===== config.mk =====
export PLATFORM = sky130hd
export DESIGN_NAME = bfa_cell
export DESIGN_NICKNAME = d
export VERILOG_FILES = /design/src/hdl/best_fit_id_range_allocator_defines.svh /design/src/hdl/bfa_pkg.sv /design/src/hdl/bfa_cell.sv
export SDC_FILE = /design/constraint.sdc
export NUM_CORES = 1
export LEC_CHECK = 0
export BUFFER_PORTS_ARGS = -buffer_cell sky130_fd_sc_hd__buf_4
export CAP_MARGIN = 30
export CORE_AREA = 2 2 118 120
export DETAILED_ROUTE_END_ITERATION = 6
export DIE_AREA = 0 0 120 122
export GPL_ROUTABILITY_DRIVEN = 0
export PLACE_DENSITY = 0.72
export SLEW_MARGIN = 20
export SYNTH_ARGS = -nofsm -noshare
export SYNTH_HDL_FRONTEND = slang
export SYNTH_SLANG_ARGS = --single-unit

===== constraint.sdc =====
create_clock -name clk_i -period 0.8 [get_ports clk_i]
set_input_delay 0.04 -clock clk_i [delete_from_list [all_inputs] [get_ports clk_i]]
set_output_delay 0.04 -clock clk_i [all_outputs]
set_load 0.02 [all_outputs]

===== src/hdl/best_fit_id_range_allocator_defines.svh =====
// Assertion macros for the best-fit ID range allocator.
// No dependencies.
`ifndef BEST_FIT_ID_RANGE_ALLOCATOR_DEFINES_SVH
`define BEST_FIT_ID_RANGE_ALLOCATOR_DEFINES_SVH
`ifndef ASSERT_OFF
`define BFA_ASSERT(lbl, prop) \
  lbl: assert property (@(posedge clk_i) disable iff (!rst_ni) prop) else $error("bfa check");
`define BFA_ASSERT_RST(lbl, prop) \
  lbl: assert property (@(posedge clk_i) prop) else $error("bfa reset check");
`else
`define BFA_ASSERT(lbl, prop)
`define BFA_ASSERT_RST(lbl, prop)
`endif
`endif


===== src/hdl/bfa_pkg.sv =====
// Shared types and constants for the best-fit ID range allocator.
// No dependencies.
`default_nettype none
package bfa_pkg;
  localparam int unsigned IdW = 24;
  localparam int unsigned CapW = 25;

  typedef enum logic [1:0] {
    OP_ALLOC   = 2'd0,
    OP_RELEASE = 2'd1,
    OP_LOOKUP  = 2'd2,
    OP_NONE    = 2'd3
  } op_e;

  typedef enum logic [1:0] {
    ST_OK      = 2'd0,
    ST_MISS    = 2'd1,
    ST_FULL    = 2'd2,
    ST_EXHAUST = 2'd3
  } status_e;

  // Entry contents circulating through the cell chain.
  typedef struct packed {
    logic [IdW-1:0]  first;
    logic [CapW-1:0] cap;
    logic [CapW-1:0] used;
    logic            rel;
    logic [31:0]     stamp;
  } entry_t;

  // Per-item control broadcast to every cell.
  typedef struct packed {
    logic            wr_new;
    logic            wr_rel;
    logic [CapW-1:0] size;
    logic [IdW-1:0]  first;
    logic [31:0]     stamp;
  } cell_ctl_t;
endpackage
`default_nettype wire


===== src/hdl/bfa_cell.sv =====
// One cell of the rotating entry chain: holds one entry, passes it on when shifting.
// Depends on bfa_pkg.
`default_nettype none
module bfa_cell import bfa_pkg::*; (
  input  wire logic      clk_i,
  input  wire logic      rst_ni,
  input  wire logic      shift_i,
  input  wire logic      wr_i,
  input  wire cell_ctl_t ctl_i,
  input  wire entry_t    prev_i,
  output entry_t         ent_o
);
  entry_t ent_q, ent_d;

  always_comb begin
    ent_d = ent_q;
    if (wr_i) begin
      if (ctl_i.wr_new) begin
        ent_d.first = ctl_i.first;
        ent_d.cap   = ctl_i.size;
        ent_d.used  = ctl_i.size;
        ent_d.rel   = 1'b0;
      end else if (ctl_i.wr_rel) begin
        ent_d.rel   = 1'b1;
        ent_d.stamp = ctl_i.stamp;
      end else begin
        ent_d.rel   = 1'b0;
        ent_d.used  = ctl_i.size;
      end
    end else if (shift_i) begin
      ent_d = prev_i;
    end
  end

  // whole cell clears on reset; released flag must start low
  always_ff @(posedge clk_i or negedge rst_ni) begin
    if (!rst_ni) begin
      ent_q <= '0;
    end else begin
      ent_q <= ent_d;
    end
  end

  assign ent_o = ent_q;
endmodule
`default_nettype wire


Word-level counts from Yosys, hierarchy flattened
Cells that the tools add are included.

cells by class
  $add $sub $neg = 0
  multiply operators = 0
  div/mod/pow operators = 0
  magnitude comparators = 0
  equal/unequal tests = 4
  shift operators = 0
  muxes and demuxes = 8
  bitwise operators = 0
  reduce and logical (&&, ||, !) cells = 4

operators by type and width
  operator              count
  $mux W107             2
  $mux W32              2
  $mux W49              1
  $mux W26              1
  $mux W25              1
  $ne A2 B1 Y1 const B  2
  $reduce_and A2 Y1     2
  $ne A3 B2 Y1 const B  1
  $reduce_and A3 Y1     1
  $ne A2 B2 Y1 const B  1
  $reduce_bool A2 Y1    1
  $mux W1               1

storage, ports and cells
  flip-flop bits (word level) = 107
  bits in latches = 0
  RAM bits = 0
  memory bits (read-only) = 0
  input port bits = 194
  output and inout port bits = 107
  word-level logic and storage cells = 21
  memories kept = 0

Depth between registers and ports, before layout
  depth in word-level cells = 3
  depth in mapped cells = 7
  depth with buffers taken out = 3

Worst setup path before layout
Ideal clock, no wire load.

  kind = input to register
  start = input wr_i
  end = register ent_q, in the netlist ent_o[73]
  setup time = 0.133 ns
  arrival time = 0.819 ns
  required time = 0.667 ns
  path slack = -0.152 ns
  stages = 4
  buffers on the path = 2
  path through = buf_4 > mux2i_4 > clkbuf_1 > o21ai_0

between the ends
  word-level cells in the longest chain between the ends = 2

RTL lines
  element                                                       RTL line        text
  start: declaration                                            bfa_cell.sv:8   input wire logic wr_i,
  $ne A2 B1 Y1 (no line) or $reduce_bool A2 Y1 (tied branches)  n/a
  $reduce_and A2 Y1 (no line)                                   n/a
  end signal: assignment                                        bfa_cell.sv:40  ent_q <= ent_d;
  end: declaration                                              bfa_cell.sv:13  entry_t ent_q, ent_d;

Several ways; a longest one is shown, not always the timed one.
A chain may end at the register's enable or synchronous reset.

Worst setup path in the final report
  start = register ent_q, in the netlist ent_o[102]
  end = output ent_o[102] (netlist bit)

RTL lines
  element           RTL line        text
  end: declaration  bfa_cell.sv:11  output entry_t ent_o

No word-level cell between the ends.

==> metrics <==
CP startpoint=ent_o[102]; combinational power share=38.6%; Avg Vias per Cell=5.40; Core Util, Final=slightly above 80%; status=complete, but fails checks; synth warn=0; period utilization=123%; first-pass GRT wire length=32.7 mm; mapped cell area=a little over 5000 µm²; pins over their slew limit=0; DRC=0; setup slack, reg-to-reg=-0.10 ns; via count=between 6000 and 7000; RSZ-0062 raised after global routing=yes; leakage=5.11 nW; Worst EP arrival=0.94 ns; share of power burned in registers=36.1%; sw power=0.00573 W; required time of the critical path=around 0.76 ns; chip width=120 µm; average size of a mapped cell=10.9 µm²; failing checks=negative hold slack, negative setup slack; min Tclk post-route=0.985 ns; Die Area=14600 µm²; end of the critical path=ent_o[102]; Remaining Overflow, GRT=0; #FFs+latches synth=107; PD cells=1730 nW/µm²; pre-CTS setup slack=-0.321 ns; top cell type's share of synthesized area=52.3%; clk slew on worst S/H paths=0.07 ns; largest family of logic cells by synthesized area=compound AO/OA/AOI/OAI gates; Max Buffers Root-to-Sink=2; complex-gate fraction of the synthesized area=between 15 and 20%; Max-Cap Viols=0; worst hold path depth=3; Initial Util=37.9%; Reg2Reg Capture Point=ent_o[18]; Switching Share=between 30% and 40%; final hold viol count=6; Final Worst Setup Slack=-0.185 ns; R2R depth=2; initial detailed-routing violation count=around 470; Total GRT Usage=28.4%; Critical Path Fanout Max=2; Layout area overhead=113%; total CTS buffers=9; startpoint types=flip-flop; Largest register FFs=107; CP Buf/Inv Count=1; Root Driver=clkbuf_16; layout cell share with drive strength beyond 1=56.3%; most frequent cells in the layout=buf_4, buf_6, dlygate4sd3_1, dfrtp_1, nand2_1; commonest non-fill, non-tap cell in the layout=buf_4; critical path depth in cells=1; Final Instance Area=10900 µm²; DP Area=7940 µm²; TritonCTS clock tree=built; post-synthesis mux area share=10.2%; syn_nets=663; actual slew at the worst max-slew pin=0.296 ns; cell taking the most area after synthesis=dfrtp_1; worst skew pair latency=~0.34 ns; Ports=301; vias in the first global route=6365; CP top delay family=flip-flops; Crit. End Element=output pin; CP peak stage delay=0.44 ns; Simple-Gate Fraction of Synth Area=15.3%; Die H=around 120 µm; Setup TNS Final=-15.25 ns; PortBufs=300; post-placement cell count=934; H-tree Lvls=3; Hold Crit Class=in2reg; num rows=43; VDD IR-drop max=0.00102 V; TritonRoute pass-1 iters=5; final WL=approximately 24 mm; xor/xnor share of the synthesized area=0%; initial antenna violation count=0; Synth area leaders=dfrtp_1, mux2i_1, o221a_2; Routed Antenna Nets=0; Worst path slowest cell=dfrtp_1; CP cell instances=buf_6; total core area=between 10000 and 15000 µm²; CTS sink cnt=107; Synth cell types=24; pin count of the biggest net entering global routing=99; cells after synthesis=469; Worst Clk Skew=0 ns; Int Pwr=0.0131 W; post-synthesis sequential area ratio=52.3%; clock share of power=about a quarter; FF-to-FF Start=ent_o[18]; Finished Layout Cells=about 1100; worst hold slack=-0.0193 ns; average wire per standard cell=about 21 µm; Post-Synth Adder-Cell Area=0%; slew margin rel.=79.8%; Final setup violation count=149; nets@finish=1146; DPL Wire Length=12.6 mm; critical path class=reg2out; Max Fclk=1020 MHz
==> per-stage QoR <==
stage | power (W) | hold WS [ns]
after global placement | 0.0115 | -0.0794
final | 0.0189 | -0.0193
after global routing | 0.0196 | -0.00272
after CTS | 0.0180 | -0.00595
after floorplan | 0.00909 | -0.256
after detailed placement | 0.0116 | -0.0740
==> area by class of cell <==
class / instances / area (µm²)
clock inverter: 3 / 65.1
antenna: 1 / 2.50
sequential: 107 / 2700
fill: 722 / 2600
tap: 180 / 225
multi-input combinational: 320 / 2730
clock buffer: 12 / 246
timing repair buffer: 514 / 4930
==> routing by layer <==
metal  global-route usage (%)  share of wire [%]
met5                        0                  0
met4                     13.0                4.8
met3                     6.13                7.3
met2                     50.0                 51
met1                     33.3                 37
==> cells by family (layout without fill, tap and decap cells) <==
logic type / Yosys count / count (layout)
other: 0 / 1
AND/OR/NAND/NOR: 162 / 162
flip-flops: 107 / 107
AO/OA/AOI/OAI: 107 / 107
multiplexers: 51 / 51
buffers and inverters: 42 / 529
==> Yosys cell counts, drive strengths merged <==
library cell,n
a32oi,25
buf,34
clkbuf,8
dfrtp,107
mux2i,51
nand2,74
nand2b,32
nand3,50
nand3b,1
nor2,1
nor2b,2
o21ai,50
o221a,32
or2b,2
==> what timing repair did <==
| item | 4_1_cts | 5_1_grt |
|---|---|---|
| gates cloned | 0 | 4 |
| endpoints found under the hold margin | 188 | 2 |
| buffers inserted | 62 | 21 |
| gates resized for setup | 122 | 125 |
| endpoints found under the setup margin | 107 | 205 |
| pin swaps | 17 | 41 |
| hold buffers | 107 | 1 |
==> worst min path at each step <==
stage,from,end,slack (ns)
2_1_floorplan,rst_ni,ent_o[0],-0.26
3_3_place_gp,rst_ni,ent_o[2],-0.08
3_5_place_dp,rst_ni,ent_o[2],-0.07
4_1_cts,ctl_i[69],ent_o[46],-0.006
5_1_grt,ctl_i[73],ent_o[50],-0.003
6_report,ctl_i[57],ent_o[34],-0.02
==> power by group through the flow <==
stage                     sequential (W)  combinational [W]  clock (W)
after CTS                        0.00673            0.00643    0.00479
after global routing             0.00688            0.00763    0.00505
final                            0.00682            0.00729    0.00477
after detailed placement         0.00675            0.00485          0
after floorplan                  0.00758            0.00151          0
after global placement           0.00673            0.00474          0
Power figures use the tool's default switching activity.
