$ cat src/hdl/best_fit_id_range_allocator_defines.svh
// Assertion macros for the best-fit ID range allocator.
// No dependencies.
`ifndef BEST_FIT_ID_RANGE_ALLOCATOR_DEFINES_SVH
`define BEST_FIT_ID_RANGE_ALLOCATOR_DEFINES_SVH
`ifndef ASSERT_OFF
`define BFA_ASSERT(lbl, prop) \
  lbl: assert property (@(posedge clk_i) disable iff (!rst_ni) prop) else $error("bfa check");
`define BFA_ASSERT_RST(lbl, prop) \
  lbl: assert property (@(posedge clk_i) prop) else $error("bfa reset check");
`else
`define BFA_ASSERT(lbl, prop)
`define BFA_ASSERT_RST(lbl, prop)
`endif
`endif

$ cat src/hdl/bfa_pkg.sv
// Shared types and constants for the best-fit ID range allocator.
// No dependencies.
`default_nettype none
package bfa_pkg;
  localparam int unsigned IdW = 24;
  localparam int unsigned CapW = 25;

  typedef enum logic [1:0] {
    OP_ALLOC   = 2'd0,
    OP_RELEASE = 2'd1,
    OP_LOOKUP  = 2'd2,
    OP_NONE    = 2'd3
  } op_e;

  typedef enum logic [1:0] {
    ST_OK      = 2'd0,
    ST_MISS    = 2'd1,
    ST_FULL    = 2'd2,
    ST_EXHAUST = 2'd3
  } status_e;

  // Entry contents circulating through the cell chain.
  typedef struct packed {
    logic [IdW-1:0]  first;
    logic [CapW-1:0] cap;
    logic [CapW-1:0] used;
    logic            rel;
    logic [31:0]     stamp;
  } entry_t;

  // Per-item control broadcast to every cell.
  typedef struct packed {
    logic            wr_new;
    logic            wr_rel;
    logic [CapW-1:0] size;
    logic [IdW-1:0]  first;
    logic [31:0]     stamp;
  } cell_ctl_t;
endpackage
`default_nettype wire

$ cat src/hdl/bfa_decode.sv
// Registered colour-to-ID decoder (13-stripe scheme, exact integer form).
// Depends on bfa_pkg.
`default_nettype none
module bfa_decode import bfa_pkg::*; (
  input  wire logic           clk_i,
  input  wire logic [IdW-1:0] color_i,
  output logic                neg_o,
  output logic [IdW-1:0]      id_o
);
  logic [28:0] prod;
  logic [3:0]  i_q;
  logic [IdW-1:0] n_q;
  logic [IdW:0]   base;
  logic signed [31:0] o_s, id_s;

  assign prod = 29'(color_i) * 29'd13 + 29'(24'h800000);
  always_ff @(posedge clk_i) begin
    i_q <= prod[27:24];
    n_q <= color_i;
  end
  // base = floor((i*2^24 + 6)/13), i <= 13; since 2^24 = 13*1290555 + 1 this is
  // i*1290555 plus one once i reaches 7
  assign base = 25'(i_q) * 25'd1290555 + {24'd0, (i_q >= 4'd7)};
  assign o_s  = $signed({8'd0, n_q}) - $signed({7'd0, base});
  assign id_s = o_s * 32'sd13 + $signed({28'd0, i_q}) - 32'sd1;
  assign neg_o = id_s[31];
  assign id_o  = id_s[IdW-1:0];
endmodule
`default_nettype wire

$ cat config.mk
export PLATFORM = sky130hd
export DESIGN_NAME = bfa_decode
export DESIGN_NICKNAME = d
export VERILOG_FILES = /design/src/hdl/best_fit_id_range_allocator_defines.svh /design/src/hdl/bfa_pkg.sv /design/src/hdl/bfa_decode.sv
export SDC_FILE = /design/constraint.sdc
export NUM_CORES = 1
export LEC_CHECK = 0
export BUFFER_PORTS_ARGS = -buffer_cell sky130_fd_sc_hd__buf_2
export CORE_ASPECT_RATIO = 2
export CORE_UTILIZATION = 60
export CTS_CLUSTER_SIZE = 40
export DETAILED_ROUTE_END_ITERATION = 7
export GPL_TIMING_DRIVEN = 0
export PLACE_DENSITY = 0.76
export REMOVE_ABC_BUFFERS = 1
export SYNTH_ARGS = -nofsm -noshare
export SYNTH_HDL_FRONTEND = slang
export SYNTH_SLANG_ARGS = --single-unit
$ cat constraint.sdc
create_clock -name clk_i -period 18.59 [get_ports clk_i]
set_input_delay 1.859 -clock clk_i [delete_from_list [all_inputs] [get_ports clk_i]]
set_output_delay 1.859 -clock clk_i [all_outputs]
set_load 0.02 [all_outputs]
# ---- Word-level counts from Yosys, hierarchy flattened
# Index checks and enable logic that the tools add are counted.
# Widths: inputs -> output; s select.
dict set report word_totals {
  reg_bits 28
  latchBits 0
  ram_bits 0
  mem_bits_ro 0
  output_inout_bits 25
  elab_cells 11
  mem_count 0
}
dict set report op_classes {
  addsub 5
  n_mul 3
  div 0
  order_cmp 1
  eq_ne 0
  shifts 0
  mux 0
  bitwise 0
  reduce_logical 0
}
# op n
set ops {}
lappend ops {{$add 31x5->32} 1}
lappend ops {{$sub 32x2->32 const B} 1}
lappend ops {{$mul 26x5->31 const B} 1}
lappend ops {{$add 28x24->28 const B} 1}
lappend ops {{$mul 24x4->28 const B} 1}
lappend ops {{$sub 24x25->26} 1}
lappend ops {{$add 25x1->25} 1}
lappend ops {{$mul 4x21->25 const B} 1}
lappend ops {{$ge 4x3->1 const B} 1}

# ---- Longest topological paths before layout
dict set report logic_depth {
  word_depth 6
  mapped_depth 39
  depth_no_buf 37
}

# ---- Worst setup path after synthesis
# No wires, ideal clock.
dict set report synth_timing {
  kind {reg-to-output}
  from {register i_q[2]}
  to {output port neg_o}
  t_arrival_ps 7923
  path_slack_ps 8808
  stages_incl_launch_ff 36
  n_path_buf 1
  cell_sequence {dfxtp_1 -> inv_1 -> ha_1 -> fa_1 -> inv_1 -> ha_1 -> nor2b_1 -> a21o_1 -> a21o_1 -> a21oi_1 -> nor3_1 -> nor2_1 -> xnor2_1 -> ha_1 -> o21a_1 -> a21o_1 -> a21o_1 -> a32o_2 -> nor2_1 -> o21bai_1 -> a21o_1 -> xor2_1 -> ha_1 -> fa_1 -> fa_1 -> ha_1 -> ha_1 -> clkbuf_1 -> nand3_1 -> a21boi_0 -> o2111ai_1 -> a21oi_1 -> a311oi_1 -> o21ai_1 -> a221oi_1 -> xnor2_1}
}
dict set report synth_between {
  elab_chain_cells 6
  word_cells_on_any_way 7
  cone_classes {add/sub (4); mul (2); order compare (1)}
}
# item line_no
set synth_lines {}
lappend synth_lines {{start: declaration} bfa_decode.sv:11} ;# logic [3:0] i_q;
lappend synth_lines {{start signal: assignment} bfa_decode.sv:18} ;# i_q <= prod[27:24];
lappend synth_lines {{$mul 4x21->25 / $ge 4x3->1 (equally long branches)} bfa_decode.sv:23} ;# assign base = 25'(i_q) * 25'd1290555 + {24'd0, (i_q >= 4'd7)};
lappend synth_lines {{$add 25x1->25} bfa_decode.sv:23}
lappend synth_lines {{$sub 24x25->26} bfa_decode.sv:24} ;# assign o_s = $signed({8'd0, n_q}) - $signed({7'd0, base});
lappend synth_lines {{$mul 26x5->31} bfa_decode.sv:25} ;# assign id_s = o_s * 32'sd13 + $signed({28'd0, i_q}) - 32'sd1;
lappend synth_lines {{$add 31x5->32 (*)} bfa_decode.sv:25}
lappend synth_lines {{$sub 32x2->32 (*)} bfa_decode.sv:25}
lappend synth_lines {{end: declaration} bfa_decode.sv:7} ;# output logic neg_o,
# Every way passes the cells marked *; elsewhere a longest branch is shown, timed or not.

# ---- Final worst setup path
dict set report layout_timing {
  from {register i_q[3]}
  to {output port neg_o}
}
# Same word-level chain as after synthesis.

==> results.yml <==
placement:
  dpl.hpwl_mm: 15.2
  numPortBuffers: 49
  post-place-ws_ps: 7030
  place.gp.congestion: 0.971
global_routing:
  grt_pass1_wl_mm: 28.2
  grt_pass1_vias: 6683
  grt_max_degree: 15
  grt_usage_pct: 24.7
  antenna_found_initial: 0
  overflow: 0
routing:
  remaining_drc_errors: 0
  routed_wirelength_mm: 16.8
  dr.first_iter.drc_count: 183
  wl_per_cell_um: 14.8
  ant_nets: 0
  dr_total_vias: 6548
  dr.pass1.iters: 6
  routed_via_density: 5.74
critical_path:
  endpoint_kind: "output pin"
  crit_type: "reg2out"
  path_max_fanout: 10
  slowest_stage: "dfxtp_1"
  cp_common_cell: "ha_1"
  slowest_delay_ps: 640
  start_kind: "flip-flop"
  cp.required_ps: 16730
  cp.arrival_ps: 10010
finish:
  fillers: 1192
  drive_gt1_share_pct: 7.11
  multi_input_area_um2: 6930
  area_growth_pct: 5.58
  num_antenna_cells: 0
  fin_nets: 1291
  seqCellArea_um2: 561
sta:
  fin_crit_ps: 11870
  setup_slack_ps: 6720
  rsz0062_at_grt: "false"
  tightest_slew_ps: 782
  setup_viol: 0
  period_share_pct: 63.8
  setup_tns_ps: 0
  hold_viol: 0
  max_freq_mhz: 84.3
  final_max_slew_viol_count: 0
  slew_headroom_pct: 47.2
floorplanning:
  core_region_area_um2: 13400
  rows: 60
  io_pins: 50
  fp.dieH_um: 168
  fp.dieW_um: 84.9
  initial_core_util_pct: 61.4
  die-area_um2: 14300
logic_synthesis:
  synthArstFlopShare_pct: 0
  syn_area_per_cell_um2: 8.72
  ys_types: 71
  synth_edf_count: 0
  synthTopCellsByArea: "ha_1 (31%), fa_1 (18%), inv_1 (8.5%)"
  yosysSeqAreaShare_pct: 6.79
  ys.flop_type: "dfxtp_1"
  synth_top_area_share_pct: 31.1
  synth_largest_area_cell: "ha_1"
  yosysMostFrequentCell: "ha_1"
  syn_area_um2: 8250
  yosysWarnings: 0
  synth_common_cells: "ha_1 (205), inv_1 (187), fa_1 (74)"
  ys_seq_elements: 28
  synthCells: 946
clock_network:
  clk_pin_slew_ps: 60
  cts_resized: 0
  cts_root_buf: "clkbuf_16"
  cts_buffers: 3
  clock-sinks: 28
  hold_buffers: 0
  h-tree-depth: 1
  cts_setup_buffers: 0
  cts_tree: "yes"
  clockBufferDepth: 2
worst_hold_path:
  hold_path_depth: 1
  hold_path.class: "in2reg"
outcome:
  status: "complete, no violations"
job:
  cap_violations: 0
==> kinds of logic after synthesis <==
family / share of synthesized area (%)
adders and majority gates: 49.0
muxes: 0.394
xor gates and xnor gates: 7.92
and+or+nand+nor: 10.3
AOI/OAI and AO/OA: 16.3
buffers and inverters: 9.25
DFF: 6.79
==> worst paths after layout <==
path,from,slack [ps],end
max,i_q[3],6720,neg_o
min,color_i[20],1730,n_q[20]
==> layer usage <==
metal / vias to the layer above / wire length [um] / track usage [%]
met4: 0 / 708 / 11.3
li1: 3279 / - / -
met1: 3117 / 5970 / 22.8
met5: - / 0 / 0
met2: 112 / 9820 / 52.5
met3: 40 / 322 / 1.32
==> through the flow <==
stage,cell area (um^2),std cells,util [%],hold slack [ps]
3_5_place_dp,8640,1137,64.3,2000
6_report,8710,1140,64.8,1730
5_1_grt,8710,1140,64.8,1730
4_1_cts,8710,1140,64.8,1720
2_1_floorplan,8200,933,-,1890
3_3_place_gp,8640,1137,64.3,2000
==> layout make-up <==
cell class | instances | area share [%]
Sequential cell | 28 | 6.43
Tap cell | 155 | 2.23
Clock buffer | 3 | 0.862
Multi-Input combinational cell | 716 | 79.5
Inverter | 189 | 8.14
Timing Repair Buffer | 49 | 2.82
==> registers in the layout, summed over array words and instances, names as in the netlist <==
name  count
n_q      24
i_q       4
==> critical path: cells and delay by family, from the launching register on <==
family | cells | cell delay (ps)
and+or+nand+nor | 7 | 1780
DFF | 1 | 640
buffers and inverters | 4 | 530
xor gates and xnor gates | 3 | 610
AOI/OAI and AO/OA | 10 | 2570
adders and majority gates | 9 | 3600
==> placed cells by master, fill, tap and decap left out, types with 4 or more instances in the layout <==
cell,count
o21ai_1,7
nand4_1,11
o21a_1,6
a21boi_0,4
a211oi_1,5
o21ai_0,27
inv_1,187
nor2_1,42
buf_2,49
nand3_1,16
nor3_1,13
nor2b_1,18
xnor2_1,51
and3_1,6
o31ai_1,4
a21o_1,39
nand2b_1,7
nand2_1,35
and2_1,5
a31oi_1,5
dfxtp_1,28
xor2_1,18
ha_1,205
o21bai_1,10
a21oi_1,47
fa_1,74
Power is not shown: default switching activity piles up to over one toggle a cycle in this logic, so the estimate is an artifact.
